==> src/dei_pkg.sv <==
package dei_pkg;

    localparam logic [1:0] ACTION_SAMPLE = 2'd0;
    localparam logic [1:0] ACTION_CLOCK  = 2'd1;
    localparam logic [1:0] ACTION_START  = 2'd2;

    localparam logic [1:0] METHOD_TRAPEZOID = 2'd0;
    localparam logic [1:0] METHOD_PREVIOUS  = 2'd1;
    localparam logic [1:0] METHOD_NEW       = 2'd2;

    localparam logic REG_METHOD = 1'b0;
    localparam logic REG_MARGIN = 1'b1;

    localparam logic KIND_ENERGY = 1'b0;
    localparam logic KIND_CLOCK  = 1'b1;

    localparam logic [1:0]  METHOD_RESET = 2'd2;
    localparam logic [16:0] MARGIN_RESET = 17'd5400;
    localparam logic [16:0] DELAY_MAX    = 17'd86401;

    // ceil(2^70 / 28125): exact quotient for any 55-bit dividend
    localparam logic [55:0] RECIP    = 56'd41976590958841291;
    localparam logic [27:0] RECIP_LO = RECIP[27:0];
    localparam logic [27:0] RECIP_HI = RECIP[55:28];

    // 7200000 * 2^40: magnitudes at or above this saturate the mwh output
    localparam logic [63:0] SAT_MAG = 64'd7916483719987200000;

    localparam logic signed [63:0] ACC_MAX = {1'b0, {63{1'b1}}};
    localparam logic signed [63:0] ACC_MIN = {1'b1, {63{1'b0}}};

    localparam logic signed [40:0] MWH_MAX = {1'b0, {40{1'b1}}};
    localparam logic signed [40:0] MWH_MIN = {1'b1, {40{1'b0}}};

    typedef struct packed {
        logic        kind;
        logic        cleared;
        logic [16:0] delay;
    } meta_t;

endpackage

==> src/dei_mwh_conv.sv <==
module dei_mwh_conv (
    input  logic                  clk,
    input  logic                  rst_n,
    input  logic                  in_valid,
    output logic                  in_ready,
    input  logic signed [63:0]    acc,
    input  dei_pkg::meta_t        in_meta,
    output logic                  out_valid,
    input  logic                  out_ready,
    output logic signed [40:0]    out_energy,
    output dei_pkg::meta_t        out_meta
);
    import dei_pkg::*;

    logic                a_valid_reg;
    meta_t               a_meta_reg;
    logic                a_neg_reg;
    logic                a_sat_reg;
    logic [54:0]         a_x_reg;

    logic                b_valid_reg;
    meta_t               b_meta_reg;
    logic                b_neg_reg;
    logic                b_sat_reg;
    logic [55:0]         b_pp_ll_reg;
    logic [55:0]         b_pp_lh_reg;
    logic [55:0]         b_pp_hl_reg;
    logic [55:0]         b_pp_hh_reg;

    logic                c_valid_reg;
    meta_t               c_meta_reg;
    logic signed [40:0]  c_energy_reg;

    logic                free_a;
    logic                free_b;
    logic                free_c;

    logic [63:0]         acc_neg;
    logic [63:0]         acc_mag;
    logic [110:0]        prod_sum;
    logic [40:0]         quot;
    logic signed [40:0]  energy_next;

    assign free_c   = !c_valid_reg || out_ready;
    assign free_b   = !b_valid_reg || free_c;
    assign free_a   = !a_valid_reg || free_b;
    assign in_ready = free_a;

    // magnitude of the total, rounded toward zero after the divide
    assign acc_neg = 64'(-acc);
    assign acc_mag = acc[63] ? acc_neg : acc;

    assign prod_sum = (111'(b_pp_hh_reg) << 56)
                    + (111'(b_pp_hl_reg) << 28)
                    + (111'(b_pp_lh_reg) << 28)
                    + 111'(b_pp_ll_reg);
    assign quot = {1'b0, prod_sum[109:70]};

    always_comb
    begin
        if (b_sat_reg)
        begin
            energy_next = b_neg_reg ? MWH_MIN : MWH_MAX;
        end
        else if (b_neg_reg)
        begin
            energy_next = -$signed(quot);
        end
        else
        begin
            energy_next = $signed(quot);
        end
    end

    always_ff @(posedge clk or negedge rst_n)
    begin
        if (!rst_n)
        begin
            a_valid_reg <= 1'b0;
            b_valid_reg <= 1'b0;
            c_valid_reg <= 1'b0;
        end
        else
        begin
            if (free_a)
            begin
                a_valid_reg <= in_valid;
            end
            if (free_b)
            begin
                b_valid_reg <= a_valid_reg;
            end
            if (free_c)
            begin
                c_valid_reg <= b_valid_reg;
            end
        end
    end

    always_ff @(posedge clk)
    begin
        if (free_a && in_valid)
        begin
            a_meta_reg <= in_meta;
            a_neg_reg  <= acc[63];
            a_sat_reg  <= (acc_mag >= SAT_MAG);
            a_x_reg    <= acc_mag[62:8];
        end
        if (free_b && a_valid_reg)
        begin
            b_meta_reg  <= a_meta_reg;
            b_neg_reg   <= a_neg_reg;
            b_sat_reg   <= a_sat_reg;
            b_pp_ll_reg <= 56'(a_x_reg[27:0]) * 56'(RECIP_LO);
            b_pp_lh_reg <= 56'(a_x_reg[27:0]) * 56'(RECIP_HI);
            b_pp_hl_reg <= 56'(a_x_reg[54:28]) * 56'(RECIP_LO);
            b_pp_hh_reg <= 56'(a_x_reg[54:28]) * 56'(RECIP_HI);
        end
        if (free_c && b_valid_reg)
        begin
            c_meta_reg   <= b_meta_reg;
            c_energy_reg <= energy_next;
        end
    end

    assign out_valid  = c_valid_reg;
    assign out_energy = c_energy_reg;
    assign out_meta   = c_meta_reg;

endmodule
==> config.mk <==
export PLATFORM = sky130hd
export DESIGN_NAME = dei_mwh_conv
export DESIGN_NICKNAME = d
export VERILOG_FILES = /design/src/dei_pkg.sv /design/src/dei_mwh_conv.sv
export SDC_FILE = /design/constraint.sdc
export NUM_CORES = 2
export LEC_CHECK = 0
export BUFFER_PORTS_ARGS = -buffer_cell sky130_fd_sc_hd__buf_2
export CORE_ASPECT_RATIO = 1.2
export CORE_MARGIN = 2
export CORE_UTILIZATION = 65
export CTS_BUF_LIST = sky130_fd_sc_hd__clkbuf_16
export DETAILED_ROUTE_END_ITERATION = 8
export PLACE_DENSITY = 0.82
export REMOVE_ABC_BUFFERS = 1
export SLEW_MARGIN = 20
export SYNTH_ARGS = -nofsm -noshare
export SYNTH_HDL_FRONTEND = slang
export SYNTH_SLANG_ARGS = --single-unit
==> constraint.sdc <==
create_clock -name clk -period 19.8 [get_ports clk]
set_input_delay 0.99 -clock clk [delete_from_list [all_inputs] [get_ports clk]]
set_output_delay 0.99 -clock clk [all_outputs]
set_load 0.02 [all_outputs]
=== Word-level counts from Yosys, hierarchy flattened ===
Cells that the tools add are included.

* Reductions and logical operators: 9
* Order comparisons: 1
* Muxes and demuxes: 4
* Multiply operators: 4
* Add/sub/neg operators: 5

{| class="wikitable"
|+ Operators by type and width
! kind !! number
|-
| $mux 41 || 3
|-
| $add 110x52->110 || 1
|-
| $add 110x79->110 || 1
|-
| $add 110x84->110 || 1
|-
| $ge 64x63->1 const B || 1
|-
| $mux 64 || 1
|-
| $neg 64->64 || 1
|-
| $mul 28x28->56 const B || 1
|-
| $mul 27x28->54 const B || 1
|-
| $mul 28x24->52 const B || 1
|-
| $mul 27x24->51 const B || 1
|-
| $neg 40->41 || 1
|-
| $logic_and 1x1->1 || 3
|-
| $logic_not 1->1 || 3
|-
| $logic_or 1x1->1 || 3
|}

* Word-level logic and storage cells: 45
* Bits in registers: 373
* Bits of input ports: 87
* Output and inout port bits: 62

=== Longest topological paths before layout ===
* Word-level depth: 6
* Depth in mapped cells: 27
* Gate-level depth less buffers: 27

=== Worst setup path after synthesis ===
OpenSTA, ideal clock, no wires.

* Path kind: register to register
* Start: register a_x_reg[37]
* End: register b_pp_hl_reg[50] (data pin)
* Period minus slack after synthesis: 7.691 ns
* Data required time: 19.540 ns
* Data arrival time: 7.431 ns
* Setup time: 0.260 ns
* Stages on the path, launching flop included: 26
* Path buffers: 0
* Slack: 12.109 ns
* Path through: edfxtp_1 fa_1 fa_1 fa_1 inv_1 fa_1 inv_1 fa_1 fa_1 inv_1 fa_1 inv_1 ha_1 a21o_1 a21o_1 a21o_1 a21oi_1 o41ai_1 a311oi_1 a211oi_1 o31ai_1 a21oi_1 or4_1 a31o_2 a21oi_1 xnor2_1

* Longest elaborated chain between the ends: 1

{| class="wikitable"
|+ RTL lines
! item !! line !! text
|-
| start, declared || dei_mwh_conv.sv:19 || <nowiki>logic [54:0] a_x_reg;</nowiki>
|-
| start signal, assigned || dei_mwh_conv.sv:107 || <nowiki>a_x_reg <= acc_mag[62:8];</nowiki>
|-
| $mul 27x24->51 || dei_mwh_conv.sv:116 || <nowiki>b_pp_hl_reg <= 56'(a_x_reg[54:28]) * 56'(RECIP_LO);</nowiki>
|-
| end signal, assigned || dei_mwh_conv.sv:116 ||
|-
| end, declared || dei_mwh_conv.sv:27 || <nowiki>logic [55:0] b_pp_hl_reg;</nowiki>
|}

Every way passes these cells.
A chain may end at the register's enable or synchronous reset.

=== Worst setup path in the final report ===
* Start: register a_x_reg[3]
* End: register b_pp_ll_reg[35] (data pin)

* Longest elaborated chain between the ends: 1

{| class="wikitable"
|+ RTL lines
! item !! line !! text
|-
| $mul 28x24->52 || dei_mwh_conv.sv:114 || <nowiki>b_pp_ll_reg <= 56'(a_x_reg[27:0]) * 56'(RECIP_LO);</nowiki>
|-
| end signal, assigned || dei_mwh_conv.sv:114 ||
|-
| end, declared || dei_mwh_conv.sv:25 || <nowiki>logic [55:0] b_pp_ll_reg;</nowiki>
|}

Every way passes these cells.

==> metrics.yaml <==
run_status:
  status: "completed"
drt:
  avgViaCountPerCell: 5.89
  drc: 0
  first_iter_violations: 3016
  first_pass_iters: 5
  ant_nets: 0
  via_count: 44600
  routedWlPerCell_microns: 26.2
  wl_microns: 199000
grt:
  top_usage_layer: "met2"
  antenna_found_initial: 14
  grt_pass1_vias: 49300
  use_met3_pct: 5.27
  grtUsageMet1_pct: 43.5
  grt_pass1_wl_microns: 301000
  track_usage_pct: 40.8
  grt_use_met2_pct: 69.1
  gr-total-overflow: 0
  grt_max_degree: 86
placement:
  pre_cts_slack_ns: 10.33
  io_buffers: 148
  dp_hpwl_microns: 174000
  place.gp.congestion: 1.06
  placed_cells_incl_taps: 7489
yosys:
  ys.warnings.count: 0
  synthFlopType: "edfxtp_1"
  postSynthAreaPerCell_sq_um: 10.6
  ys_seq_area_share_pct: 15.9
  synth-edff-count: 339
  yosysUniqueCellTypes: 109
  ys_async_sr_fraction_pct: 0.877
  synthCells: 6077
  ys_ff_latch: 342
  syn_area_sq_mm: 0.0646
timing:
  maxSlewViolCount: 0
  max_freq_mhz: 104
  hold_viol: 0
  fin_crit_sh_pct: 48.4
  skew_ns: 0.0556
  worst_slack_ns: 10.21
  maxSlewHeadroom_pct: 16.4
  whs_ns: 0.147
  setup_viol: 0
  setup_tns_ns: 0
  worst_slew_pin_slew_ns: 1.25
  rsz0062_at_grt: "false"
  min_period_ns: 9.59
cells_and_area:
  layout_commonest_cell: "inv_1"
  drive_gt1_share_pct: 5.03
  syn_to_final_growth_pct: 5.98
  largest_reg_flops: 56
  fin_nets: 8572
  fin_cells: 7574
  most-common-layout-cells: "1681 x inv_1, 1139 x fa_1, 1093 x ha_1, 339 x edfxtp_1, 262 x a21oi_1"
worst_setup_path:
  cp-startpoint: "a_x_reg[3]"
  r2r_start: "a_x_reg[3]"
  required_ns: 20.09
  end_kind: "register"
  timing.critical_path.from_type: "register"
  crit_path_max_fanout: 16
  criticalPathCategory: "reg2reg"
  worstPathArrival_ns: 9.88
clocking:
  root_buffer: "clkbuf_16"
  cts.repair.resized: 0
  cts.sinks: 342
  hold_buffers: 0
  clkLatencyLatePin_ns: 0.65
  post-cts-setup-buffers: 0
  htreeDepth: 2
  cts_tree: "yes"
  cts.path.max_buffers: 3
  clk_pin_slew_ns: 0.06
  numCtsBuffers: 42
floorplan:
  dieArea_sq_mm: 0.102
  num_io_pins: 149
  design.core.area_sq_mm: 0.0984
  die-width_microns: 292
  num_rows: 126
  start_util_pct: 65.7
  fp.dieH_microns: 349
job:
  maxCapViolations: 0
min_path:
  hp-class: "in2async"
[cells by family after synthesis]
kind of cell	share of synthesized area [%]
fa+ha+maj	56.5
mux	0.136
simple gates	5.64
xor+xnor	3.52
flops	15.9
compound gates	8.34
buf+inv	10.0
[synthesized netlist by cell type (all sizes together), types with 7 or more instances]
library cell	number	share of area, %
a31o	15	0.20
nand2b	34	0.33
nand4	41	0.46
a21boi	8	0.093
a41oi	7	0.095
nand2	170	0.99
and3	37	0.36
o2111ai	7	0.10
o21bai	45	0.52
edfxtp	339	16
o41ai	7	0.11
a31oi	19	0.19
o211a	9	0.14
or3	16	0.15
xor2	51	0.69
a21o	108	1.3
buf	10	0.083
fa	1139	35
a2111oi	9	0.24
o22ai	16	0.16
o31a	8	0.11
nor3	45	0.37
and4	16	0.22
o21ai	146	1.1
nor2b	31	0.30
or4	13	0.16
o211ai	14	0.16
ha	1093	21
nor4	14	0.15
inv	1671	9.7
o21a	34	0.40
o31ai	25	0.30
nand3	58	0.48
a22oi	8	0.093
xnor2	209	2.8
clkbuf	39	0.23
and2	16	0.15
a311oi	9	0.13
nor2	171	0.99
a211oi	20	0.24
a21oi	263	2.0
or2	10	0.097
[final timing paths]
kind	end	slack (ns)	depth (start not counted)
hold reg to reg	b_meta_reg[11]	0.41	0
max in group asynchronous	out_valid	19.54	1
setup / recovery	b_pp_ll_reg[35]	10.21	25
min in group clk	b_meta_reg[11]	0.41	0
setup reg to reg	b_pp_ll_reg[35]	10.21	25
hold / removal	b_valid_reg	0.15	1
[metal layers]
| layer | vias up | share of wire (%) |
|---|---|---|
| met3 | 713 | 5.4 |
| li1 | 19900 | - |
| met2 | 1736 | 49 |
| met5 | - | 0.027 |
| met1 | 22200 | 33 |
| met4 | 8 | 13 |
[layout make-up]
class	instances	area [sq um]
multi-input cells	4014	47900
clock inverters	36	388
inverters	1672	6280
clock buffers	42	1050
repair buffers	181	988
fillers	7526	29900
well taps	1280	1600
flip-flops and latches	342	10300
diodes	7	17.5
[metrics by stage]
step / cell area, sq um / utilization [%]
2_1_floorplan: 64400 / -
3_3_place_gp: 67000 / 68.1
3_5_place_dp: 67000 / 68.1
4_1_cts: 68400 / 69.6
5_1_grt: 68500 / 69.6
6_report: 68500 / 69.6
[worst max-delay path, cell delays in order (launching register included)]
cell,delay (ns)
edfxtp_1,0.96
inv_1,0.14
fa_1,0.51
inv_1,0.10
fa_1,0.52
inv_1,0.07
fa_1,0.62
inv_1,0.08
fa_1,0.53
fa_1,0.52
fa_1,0.55
inv_1,0.06
fa_1,0.52
inv_1,0.04
ha_1,0.30
a21o_1,0.17
a21o_1,0.24
a2111oi_0,0.65
o21ai_0,0.50
a21oi_1,0.37
nor2b_1,0.29
o21ai_0,0.17
a21oi_1,0.26
nor2b_1,0.10
o21a_1,0.19
nor2_1,0.78
Power is left out: the tool's default activity adds up to more than one toggle a clock period on the data nets, which glitch-free logic cannot reach.
